==> src/rtl/dfr_pkg.sv <==
`timescale 1ns / 1ps
// ----------------------------------------------------------------------------
// dfr_pkg
// Shared constants, result type and the CRC16 byte update for the deframer.
// ----------------------------------------------------------------------------
package dfr_pkg;

  // hard upper bound on the payload length
  localparam int unsigned MAX_PAYLOAD = 1024;
  // field counter width: must hold the largest payload length and count to 8
  localparam int unsigned CNT_W =
    ($clog2(MAX_PAYLOAD + 1) > 4) ? $clog2(MAX_PAYLOAD + 1) : 4;

  // configuration port
  localparam int unsigned APB_ADDR_W = 2;
  localparam int unsigned APB_DATA_W = 32;
  localparam logic [APB_ADDR_W-1:0] REG_MAX_PAYLOAD_ADDR = 2'h0;
  localparam logic [15:0] MAX_PAYLOAD_RESET = 16'd256;

  // magic bytes 'l' 's' 'p' 'h'
  localparam logic [7:0] MAGIC_0 = 8'h6C;
  localparam logic [7:0] MAGIC_1 = 8'h73;
  localparam logic [7:0] MAGIC_2 = 8'h70;
  localparam logic [7:0] MAGIC_3 = 8'h68;

  // crc16 modbus form
  localparam logic [15:0] CRC_INIT = 16'hFFFF;
  localparam logic [15:0] CRC_POLY = 16'hA001;

  // result kinds
  localparam logic [1:0] KIND_PAYLOAD  = 2'd0;
  localparam logic [1:0] KIND_GOOD     = 2'd1;
  localparam logic [1:0] KIND_BAD_CRC  = 2'd2;
  localparam logic [1:0] KIND_TOO_LONG = 2'd3;

  // one result beat
  typedef struct packed {
    logic [1:0]  kind;
    logic [7:0]  payload_byte;
    logic [63:0] frame_index;
    logic [15:0] command;
    logic [7:0]  error_code;
    logic [15:0] payload_length;
    logic        last;
  } dfr_res_t;

  // reflected crc16, one byte, bit at a time
  function automatic logic [15:0] crc16_byte(input logic [15:0] crc, input logic [7:0] b);
    logic [15:0] c;
    c = crc ^ {8'h00, b};
    for (int k = 0; k < 8; k++) begin
      if (c[0]) begin
        c = (c >> 1) ^ CRC_POLY;
      end else begin
        c = c >> 1;
      end
    end
    return c;
  endfunction

endpackage

==> src/rtl/dfr_if.sv <==
`timescale 1ns / 1ps
// ----------------------------------------------------------------------------
// dfr_rx_if / dfr_res_if
// Valid/ready channels for received bytes and for deframer results.
// ----------------------------------------------------------------------------
interface dfr_rx_if;
  logic       valid;
  logic       ready;
  logic [7:0] rx_byte;

  modport source (output valid, output rx_byte, input ready);
  modport sink (input valid, input rx_byte, output ready);
endinterface

interface dfr_res_if;
  logic        valid;
  logic        ready;
  logic [1:0]  kind;
  logic [7:0]  payload_byte;
  logic [63:0] frame_index;
  logic [15:0] command;
  logic [7:0]  error_code;
  logic [15:0] payload_length;
  logic        last;

  modport source (
    output valid, output kind, output payload_byte, output frame_index,
    output command, output error_code, output payload_length, output last,
    input ready
  );
  modport sink (
    input valid, input kind, input payload_byte, input frame_index,
    input command, input error_code, input payload_length, input last,
    output ready
  );
endinterface

==> src/rtl/dfr_apb_regs.sv <==
`timescale 1ns / 1ps
// ----------------------------------------------------------------------------
// dfr_apb_regs
// APB register slice holding the max_payload limit.
// ----------------------------------------------------------------------------
module dfr_apb_regs (
  input  logic                             clk_i,
  input  logic                             rst_ni,
  input  logic                             psel,
  input  logic                             penable,
  input  logic                             pwrite,
  input  logic [dfr_pkg::APB_ADDR_W-1:0]   paddr,
  input  logic [dfr_pkg::APB_DATA_W-1:0]   pwdata,
  output logic [dfr_pkg::APB_DATA_W-1:0]   prdata,
  output logic                             pready,
  output logic [15:0]                      max_payload_o
);

  logic [15:0] max_payload_q;
  logic        wr_en;

  assign pready = 1'b1;
  assign wr_en  = psel && penable && pwrite && (paddr == dfr_pkg::REG_MAX_PAYLOAD_ADDR);

  // register write
  always_ff @(posedge clk_i or negedge rst_ni) begin
    if (!rst_ni) begin
      max_payload_q <= dfr_pkg::MAX_PAYLOAD_RESET;
    end else if (wr_en) begin
      max_payload_q <= pwdata[15:0];
    end
  end

  // read back
  always_comb begin
    prdata = '0;
    if (paddr == dfr_pkg::REG_MAX_PAYLOAD_ADDR) begin
      prdata = {{(dfr_pkg::APB_DATA_W-16){1'b0}}, max_payload_q};
    end
  end

  assign max_payload_o = max_payload_q;

endmodule

==> src/rtl/dfr_parser.sv <==
`timescale 1ns / 1ps
// ----------------------------------------------------------------------------
// dfr_parser
// Frame state, header fields and running CRC; one byte per step.
// ----------------------------------------------------------------------------
module dfr_parser (
  input  logic              clk_i,
  input  logic              rst_ni,
  input  logic              step_i,
  input  logic [7:0]        byte_i,
  input  logic [15:0]       max_payload_i,
  output logic              res_valid_o,
  output dfr_pkg::dfr_res_t res_o
);

  localparam logic [3:0] PH_HUNT   = 4'd0;
  localparam logic [3:0] PH_MAG1   = 4'd1;
  localparam logic [3:0] PH_MAG2   = 4'd2;
  localparam logic [3:0] PH_MAG3   = 4'd3;
  localparam logic [3:0] PH_INDEX  = 4'd4;
  localparam logic [3:0] PH_CMD    = 4'd5;
  localparam logic [3:0] PH_ERR    = 4'd6;
  localparam logic [3:0] PH_LEN    = 4'd7;
  localparam logic [3:0] PH_DATA   = 4'd8;
  localparam logic [3:0] PH_CHK_HI = 4'd9;
  localparam logic [3:0] PH_CHK_LO = 4'd10;

  localparam int unsigned CW = dfr_pkg::CNT_W;

  logic [3:0]    phase_q, phase_d;
  logic [CW-1:0] cnt_q, cnt_d, cnt_inc;
  logic [15:0]   crc_q, crc_d, crc_step, crc_start;
  logic [63:0]   index_q, index_d;
  logic [15:0]   cmd_q, cmd_d;
  logic [7:0]    err_q, err_d;
  logic [31:0]   len_q, len_d, len_shift;
  logic [7:0]    chk_hi_q, chk_hi_d;
  logic [15:0]   limit;
  logic [7:0]    want;

  assign crc_step  = dfr_pkg::crc16_byte(crc_q, byte_i);
  assign crc_start = dfr_pkg::crc16_byte(dfr_pkg::CRC_INIT, byte_i);
  assign cnt_inc   = cnt_q + CW'(1);
  assign len_shift = {len_q[23:0], byte_i};
  assign limit     = (max_payload_i > 16'(dfr_pkg::MAX_PAYLOAD)) ?
                     16'(dfr_pkg::MAX_PAYLOAD) : max_payload_i;

  // expected magic byte in the match phases
  always_comb begin
    case (phase_q)
      PH_MAG1: want = dfr_pkg::MAGIC_1;
      PH_MAG2: want = dfr_pkg::MAGIC_2;
      default: want = dfr_pkg::MAGIC_3;
    endcase
  end

  // next state and result for the byte at hand
  always_comb begin
    phase_d  = phase_q;
    cnt_d    = cnt_q;
    crc_d    = crc_q;
    index_d  = index_q;
    cmd_d    = cmd_q;
    err_d    = err_q;
    len_d    = len_q;
    chk_hi_d = chk_hi_q;
    res_valid_o        = 1'b0;
    res_o.kind         = dfr_pkg::KIND_PAYLOAD;
    res_o.payload_byte = 8'h00;
    res_o.last         = 1'b0;

    case (phase_q)
      PH_MAG1, PH_MAG2, PH_MAG3: begin
        if (byte_i != want) begin
          // broken match: restart, possibly on this byte
          if (byte_i == dfr_pkg::MAGIC_0) begin
            crc_d   = crc_start;
            phase_d = PH_MAG1;
          end else begin
            crc_d   = dfr_pkg::CRC_INIT;
            phase_d = PH_HUNT;
          end
        end else begin
          crc_d = crc_step;
          if (phase_q == PH_MAG3) begin
            phase_d = PH_INDEX;
            cnt_d   = '0;
            index_d = '0;
            cmd_d   = '0;
            err_d   = '0;
            len_d   = '0;
          end else begin
            phase_d = phase_q + 4'd1;
          end
        end
      end
      PH_INDEX: begin
        crc_d   = crc_step;
        index_d = {index_q[55:0], byte_i};
        cnt_d   = cnt_inc;
        if (cnt_q == CW'(7)) begin
          cnt_d   = '0;
          phase_d = PH_CMD;
        end
      end
      PH_CMD: begin
        crc_d = crc_step;
        cmd_d = {cmd_q[7:0], byte_i};
        cnt_d = cnt_inc;
        if (cnt_q == CW'(1)) begin
          cnt_d   = '0;
          phase_d = PH_ERR;
        end
      end
      PH_ERR: begin
        crc_d   = crc_step;
        err_d   = byte_i;
        cnt_d   = '0;
        phase_d = PH_LEN;
      end
      PH_LEN: begin
        crc_d = crc_step;
        len_d = len_shift;
        cnt_d = cnt_inc;
        if (cnt_q == CW'(3)) begin
          cnt_d = '0;
          if (len_shift > {16'h0000, limit}) begin
            res_valid_o = 1'b1;
            res_o.kind  = dfr_pkg::KIND_TOO_LONG;
            res_o.last  = 1'b1;
            phase_d     = PH_HUNT;
            crc_d       = dfr_pkg::CRC_INIT;
          end else if (len_shift == 32'h0) begin
            phase_d = PH_CHK_HI;
          end else begin
            phase_d = PH_DATA;
          end
        end
      end
      PH_DATA: begin
        crc_d              = crc_step;
        res_valid_o        = 1'b1;
        res_o.payload_byte = byte_i;
        cnt_d              = cnt_inc;
        if ({{(32-CW){1'b0}}, cnt_inc} >= len_q) begin
          cnt_d   = '0;
          phase_d = PH_CHK_HI;
        end
      end
      PH_CHK_HI: begin
        chk_hi_d = byte_i;
        phase_d  = PH_CHK_LO;
      end
      PH_CHK_LO: begin
        res_valid_o = 1'b1;
        res_o.kind  = ({chk_hi_q, byte_i} == crc_q) ? dfr_pkg::KIND_GOOD :
                                                      dfr_pkg::KIND_BAD_CRC;
        res_o.last  = 1'b1;
        phase_d     = PH_HUNT;
        crc_d       = dfr_pkg::CRC_INIT;
        cnt_d       = '0;
      end
      default: begin
        // hunting, and codes that mean nothing
        if (byte_i == dfr_pkg::MAGIC_0) begin
          crc_d   = crc_start;
          phase_d = PH_MAG1;
        end else begin
          crc_d   = dfr_pkg::CRC_INIT;
          phase_d = PH_HUNT;
        end
      end
    endcase

    res_o.frame_index    = index_d;
    res_o.command        = cmd_d;
    res_o.error_code     = err_d;
    res_o.payload_length = (len_d > 32'h0000_FFFF) ? 16'hFFFF : len_d[15:0];
  end

  // state registers
  always_ff @(posedge clk_i or negedge rst_ni) begin
    if (!rst_ni) begin
      phase_q  <= PH_HUNT;
      cnt_q    <= '0;
      crc_q    <= dfr_pkg::CRC_INIT;
      index_q  <= '0;
      cmd_q    <= '0;
      err_q    <= '0;
      len_q    <= '0;
      chk_hi_q <= '0;
    end else if (step_i) begin
      phase_q  <= phase_d;
      cnt_q    <= cnt_d;
      crc_q    <= crc_d;
      index_q  <= index_d;
      cmd_q    <= cmd_d;
      err_q    <= err_d;
      len_q    <= len_d;
      chk_hi_q <= chk_hi_d;
    end
  end

endmodule

==> src/rtl/dfr_out_stage.sv <==
`timescale 1ns / 1ps
// ----------------------------------------------------------------------------
// dfr_out_stage
// Result register driving the output channel.
// ----------------------------------------------------------------------------
module dfr_out_stage (
  input  logic              clk_i,
  input  logic              rst_ni,
  input  logic              load_i,
  input  dfr_pkg::dfr_res_t res_i,
  output logic              can_take_o,
  dfr_res_if.source         res_o
);

  logic              valid_q;
  dfr_pkg::dfr_res_t res_q;

  // slot is free when empty or draining this cycle
  assign can_take_o = !valid_q || res_o.ready;

  // valid flag
  always_ff @(posedge clk_i or negedge rst_ni) begin
    if (!rst_ni) begin
      valid_q <= 1'b0;
    end else if (can_take_o) begin
      valid_q <= load_i;
    end
  end

  // result payload
  always_ff @(posedge clk_i) begin
    if (load_i && can_take_o) begin
      res_q <= res_i;
    end
  end

  assign res_o.valid          = valid_q;
  assign res_o.kind           = res_q.kind;
  assign res_o.payload_byte   = res_q.payload_byte;
  assign res_o.frame_index    = res_q.frame_index;
  assign res_o.command        = res_q.command;
  assign res_o.error_code     = res_q.error_code;
  assign res_o.payload_length = res_q.payload_length;
  assign res_o.last           = res_q.last;

endmodule

==> src/rtl/crc16_checked_frame_deframer.sv <==
`timescale 1ns / 1ps
// ----------------------------------------------------------------------------
// crc16_checked_frame_deframer
// Byte-stream deframer: magic, header, payload, CRC16 (Modbus) check.
// ----------------------------------------------------------------------------
// The block takes one received byte per beat and sustains one byte per clock
// while the output is not stalled. A byte is held in an input register, then
// the frame step (magic match, header shift, length check, CRC16 byte update)
// runs combinationally into the result register; the eight-bit CRC update sets
// the clock period. Each result passes the input register, then the result
// register. While a result waits at the output and is not taken, the held
// byte waits as well and the input is not ready; bytes that make no result
// (magic, most header bytes, high check byte) pass without an output beat.
// Each payload byte gives one beat of kind 0; a frame ends with one beat of
// kind 1 (good), 2 (check mismatch) or 3 (length above the limit, which is the
// lower of max_payload and 1024), each with last set and the header fields.
// ----------------------------------------------------------------------------
module crc16_checked_frame_deframer (
  input  logic                           clk_i,
  input  logic                           rst_ni,
  dfr_rx_if.sink                         rx_i,
  dfr_res_if.source                      res_o,
  input  logic                           psel,
  input  logic                           penable,
  input  logic                           pwrite,
  input  logic [dfr_pkg::APB_ADDR_W-1:0] paddr,
  input  logic [dfr_pkg::APB_DATA_W-1:0] pwdata,
  output logic [dfr_pkg::APB_DATA_W-1:0] prdata,
  output logic                           pready
);

  logic              in_valid_q;
  logic [7:0]        in_byte_q;
  logic              can_take;
  logic              step;
  logic [15:0]       max_payload;
  logic              res_valid;
  dfr_pkg::dfr_res_t res;

  // configuration registers
  dfr_apb_regs u_regs (
    .clk_i         (clk_i),
    .rst_ni        (rst_ni),
    .psel          (psel),
    .penable       (penable),
    .pwrite        (pwrite),
    .paddr         (paddr),
    .pwdata        (pwdata),
    .prdata        (prdata),
    .pready        (pready),
    .max_payload_o (max_payload)
  );

  // held byte moves on when the result slot can take its outcome
  assign step     = in_valid_q && can_take;
  assign rx_i.ready = !in_valid_q || step;

  // input register
  always_ff @(posedge clk_i or negedge rst_ni) begin
    if (!rst_ni) begin
      in_valid_q <= 1'b0;
    end else if (rx_i.ready) begin
      in_valid_q <= rx_i.valid;
    end
  end

  always_ff @(posedge clk_i) begin
    if (rx_i.valid && rx_i.ready) begin
      in_byte_q <= rx_i.rx_byte;
    end
  end

  // frame parser
  dfr_parser u_parser (
    .clk_i         (clk_i),
    .rst_ni        (rst_ni),
    .step_i        (step),
    .byte_i        (in_byte_q),
    .max_payload_i (max_payload),
    .res_valid_o   (res_valid),
    .res_o         (res)
  );

  // result register
  dfr_out_stage u_out (
    .clk_i      (clk_i),
    .rst_ni     (rst_ni),
    .load_i     (step && res_valid),
    .res_i      (res),
    .can_take_o (can_take),
    .res_o      (res_o)
  );

endmodule

==> src/flat_wrapper.sv <==
// flat-port wrapper written by rule: the top's interface ports become plain ports
module crc16_checked_frame_deframer_flat 
  (clk_i, rst_ni, psel, penable, pwrite, paddr, pwdata, prdata, pready, rx_i_valid, rx_i_rx_byte, rx_i_ready, res_o_valid, res_o_kind, res_o_payload_byte, res_o_frame_index, res_o_command, res_o_error_code, res_o_payload_length, res_o_last, res_o_ready);
  dfr_rx_if rx_i_i ();
  dfr_res_if res_o_i ();
  input  logic clk_i;
  input  logic rst_ni;
  input  logic psel;
  input  logic penable;
  input  logic pwrite;
  input  logic [dfr_pkg::APB_ADDR_W-1:0] paddr;
  input  logic [dfr_pkg::APB_DATA_W-1:0] pwdata;
  output logic [dfr_pkg::APB_DATA_W-1:0] prdata;
  output logic pready;
  input wire logic [$bits(rx_i_i.valid)-1:0] rx_i_valid;
  input wire logic [$bits(rx_i_i.rx_byte)-1:0] rx_i_rx_byte;
  output wire logic [$bits(rx_i_i.ready)-1:0] rx_i_ready;
  output wire logic [$bits(res_o_i.valid)-1:0] res_o_valid;
  output wire logic [$bits(res_o_i.kind)-1:0] res_o_kind;
  output wire logic [$bits(res_o_i.payload_byte)-1:0] res_o_payload_byte;
  output wire logic [$bits(res_o_i.frame_index)-1:0] res_o_frame_index;
  output wire logic [$bits(res_o_i.command)-1:0] res_o_command;
  output wire logic [$bits(res_o_i.error_code)-1:0] res_o_error_code;
  output wire logic [$bits(res_o_i.payload_length)-1:0] res_o_payload_length;
  output wire logic [$bits(res_o_i.last)-1:0] res_o_last;
  input wire logic [$bits(res_o_i.ready)-1:0] res_o_ready;
  assign rx_i_i.valid = rx_i_valid;
  assign rx_i_i.rx_byte = rx_i_rx_byte;
  assign rx_i_ready = rx_i_i.ready;
  assign res_o_valid = res_o_i.valid;
  assign res_o_kind = res_o_i.kind;
  assign res_o_payload_byte = res_o_i.payload_byte;
  assign res_o_frame_index = res_o_i.frame_index;
  assign res_o_command = res_o_i.command;
  assign res_o_error_code = res_o_i.error_code;
  assign res_o_payload_length = res_o_i.payload_length;
  assign res_o_last = res_o_i.last;
  assign res_o_i.ready = res_o_ready;
  crc16_checked_frame_deframer u_core (.clk_i(clk_i), .rst_ni(rst_ni), .rx_i(rx_i_i), .res_o(res_o_i), .psel(psel), .penable(penable), .pwrite(pwrite), .paddr(paddr), .pwdata(pwdata), .prdata(prdata), .pready(pready));
endmodule
==> config.mk <==
export PLATFORM = sky130hd
export DESIGN_NAME = crc16_checked_frame_deframer_flat
export DESIGN_NICKNAME = d
export VERILOG_FILES = /design/src/rtl/dfr_pkg.sv /design/src/rtl/dfr_if.sv /design/src/rtl/dfr_apb_regs.sv /design/src/rtl/dfr_parser.sv /design/src/rtl/dfr_out_stage.sv /design/src/rtl/crc16_checked_frame_deframer.sv /design/src/flat_wrapper.sv
export SDC_FILE = /design/constraint.sdc
export NUM_CORES = 1
export LEC_CHECK = 0
export ABC_AREA = 1
export BUFFER_PORTS_ARGS = -buffer_cell sky130_fd_sc_hd__buf_4
export CAP_MARGIN = 25
export CORE_MARGIN = 1.5
export CORE_UTILIZATION = 51
export DETAILED_ROUTE_END_ITERATION = 8
export PLACE_DENSITY = 0.72
export SLEW_MARGIN = 20
export SYNTH_ARGS = -nofsm -noshare
export SYNTH_HDL_FRONTEND = slang
export SYNTH_SLANG_ARGS = --single-unit
==> constraint.sdc <==
create_clock -name clk_i -period 15.65 [get_ports clk_i]
set_input_delay 2.3475 -clock clk_i [delete_from_list [all_inputs] [get_ports clk_i]]
set_output_delay 2.3475 -clock clk_i [all_outputs]
set_load 0.01 [all_outputs]
==> results.yml <==
clock_tree:
  root_buffer: "clkbuf_16"
  clkTransAtPathRegs_ns: 0.06
  cts_tree: "yes"
  cts_resized: 0
  htreeDepth: 1
  cts_made_buffers: 30
  clockBufferDepth: 3
  postCtsSetupRepairBufs: 0
  hold_buffers: 0
  cts_sinks: 300
  clock_latency_ns: 0.56
routing:
  ant_nets: 0
  first_iter_violations: 916
  firstDrtPassIters: 5
  via_per_inst: 5.31
  drt-total-wl_mm: 34.0
  drc: 0
  avgRoutedWirePerCell_um: 16.2
  via_count: 11100
timing:
  postLayoutSetupSlackWorst_ns: 10.16
  rsz0062_at_grt: "false"
  setup_viol: 0
  setup_tns_ns: 0
  period_minus_slack_ns: 5.49
  timing.hold.ws_ns: 0.479
  relSlewSlack_pct: 36.8
  drv_slew: 0
  worst_pin_slew_ns: 0.945
  hold_viol_final: 0
  max_freq_mhz: 182
  min_period_over_period_pct: 35.1
  skew_ns: 0.0122
die:
  die_area_um2: 29200
  ios: 199
  rows: 61
  core_area_um2: 27800
  die_h_um: 171
  start_util_pct: 51.7
  die_w_um: 171
synthesis:
  synth_enable_flop_cells: 123
  ys_top_cells_by_area: "dfrtp_1 (28%), edfxtp_1 (26%), nand2_1 (8.3%)"
  netlist_area_um2: 14400
  muxShareOfSynthArea_pct: 0.0697
  synth_top_family_by_area: "simple AND/OR/NAND/NOR gates"
  synth_commonest_cells: "nand2_1 (316), inv_1 (211), dfrtp_1 (160)"
  syn_inst: 1543
  synth_ff_type: "dfrtp_1"
  synth_top_area_share_pct: 27.9
  yosysSeqAreaShare_pct: 56.7
  synth-seq-cells: 300
  synth_compound_area_share_pct: 12.5
  yosysTopAreaCell: "dfrtp_1"
  synthSimpleGateAreaFrac_pct: 16.7
  avgSynthCellArea_um2: 9.30
  synth-xor-area-share_pct: 1.40
  ys_types: 44
  async_flop_share_pct: 59.0
  synthAdderAreaFrac_pct: 3.83
  yosys_warnings: 0
  yosysMostFrequentCell: "nand2_1"
pwr:
  irDropWorstVdd_mv: 0.0978
  power_mw: 2.59
  power_per_cell_area_nw_per_um2: 154
  power.leakage_nw: 7.36
cells_and_area:
  synthToLayoutAreaGrowth_pct: 17.2
  drive_gt1_share_pct: 16.8
  nNetsFinal: 1783
  stdcell_count: 2092
  n_antenna_cell: 0
grt:
  grt_pass1_vias: 10700
  grt_pass1_wl_mm: 54.5
  grt_start_max_net_pins: 93
  antenna_found_initial: 0
  track_usage_pct: 23.5
  gr-total-overflow: 0
critical_path:
  cp-startpoint: "paddr[1]"
  path_max_fanout: 16
  critPathArrivalTime_ns: 3.14
  start_kind: "input pin"
  setup.worst_path.class: "in2out"
  critPathRequiredTime_ns: 13.30
  rr_startpoint: "u_core.u_regs.max_payload_o[7]$_DFFE_PN0P_"
  endpoint_kind: "output pin"
placement:
  place_inst: 2036
  portBuffers: 165
  place_ws_ns: 9.62
  hpwlAfterDp_mm: 22.6
  place.gp.congestion: 0.873
status:
  status: "finished, final reports clean"
job:
  maxCapViolCount: 0
worst_hold_path:
  hold_class: "reg2reg"
  min-delay-start: "u_core.u_parser.index_q[62]$_DFFE_PN0P_"
[state kept, by name, summed over array words and instances, names as in the netlist, 2 cells and up]
name                               cells
u_core.u_parser.phase_q                4
u_core.u_out.res_o.kind                2
u_core.u_parser.cnt_q                 11
u_core.u_out.res_o.frame_index        64
u_core.u_out.res_o.command            16
u_core.u_out.res_o.payload_length     16
u_core.u_parser.chk_hi_q               8
u_core.u_parser.crc_q                 16
u_core.u_parser.err_q                  8
u_core.u_out.res_o.error_code          8
u_core.in_byte_q                       8
u_core.u_parser.cmd_q                 16
u_core.u_out.res_o.payload_byte        8
u_core.u_parser.index_q               64
u_core.u_regs.max_payload_o           16
u_core.u_parser.len_q                 32
[cells by family after synthesis]
logic type / count (synthesis)
adder cells (fa/ha/maj): 44
flip-flops: 300
buffers and inverters: 303
XOR/XNOR: 23
multiplexers: 1
AND/OR/NAND/NOR: 549
AO/OA/AOI/OAI: 321
other: 2
[layout by cell type (no fill, tap or decap), types with 3 or more instances in the layout]
master     Yosys  layout
clkbuf_1      39       9
buf_4         23     169
dfstp_2       17      17
nand2_1      316     316
inv_1        211     208
a31oi_1        8       8
o21ai_1        8       8
nor4_1         5       5
nand4_1       18      18
nor2_2         9       8
o21ai_0      146     146
o21ai_2        3       3
nor3_1         9       9
clkbuf_16      0      30
conb_1         2      22
nand3_2       16      16
inv_2         11      12
clkinv_1       3       7
a22oi_1        3       3
o211ai_1       4       4
ha_1          44      44
a21oi_1       40      40
nor2_4         4       5
xor2_1        15      15
clkbuf_8       0       7
dfrtp_1      160     160
o22ai_1      103     103
edfxtp_1     123     123
nor2_1       108     108
nand3_1       54      54
xnor2_1        8       8
nand2_2        4       4
[metrics by stage]
step	utilization, %	cell area, µm²
after global routing	60.6	16800
after floorplan	-	14400
after detailed placement	57.1	15900
final	60.6	16800
after CTS	60.6	16800
after global placement	56.8	15800
[report_power, final]
| part | leakage (nW) | internal, mW | switching, mW |
|---|---|---|---|
| sequential | 3.38 | 1.03 | 0.0846 |
| clock | 0.466 | 0.402 | 0.294 |
| combinational | 3.52 | 0.258 | 0.521 |
[critical path: stages]
cell and delay, ns:
buf_4 0.11, nor2_1 0.12, inv_1 0.23, nor2_1 0.19
buf_4 0.14
[path summary, 6_finish.rpt]
check,slack (ns),end,cells past startpoint
setup / recovery,10.16,prdata[5],5
hold / removal,0.48,u_core.u_parser.index_q[62]$_DFFE_PN0P_,2
setup reg to reg,10.69,u_core.u_out.res_o.command[1]$_DFFE_PP_,18
hold reg to reg,0.48,u_core.u_parser.index_q[62]$_DFFE_PN0P_,2
max in group asynchronous,12.46,u_core.u_parser.index_q[33]$_DFFE_PN0P_,3
min in group asynchronous,1.87,u_core.u_regs.max_payload_o[15]$_DFFE_PN0P_,1
[routing by layer]
metal  GRT usage, %  wire (µm)
met4           7.08        815
met3           3.26       2160
met1           32.4      15000
met5              0          0
met2           38.9      16000
[final cells by class]
cell class	instances	area, µm²
clock buffer	46	881
fill	2374	11000
clock inverter	10	86.3
tap	378	473
timing repair buffer	173	1350
inverter	225	852
multi-input combinational	960	5040
sequential	300	8140
Note: power is estimated with default switching activity, not from simulation.
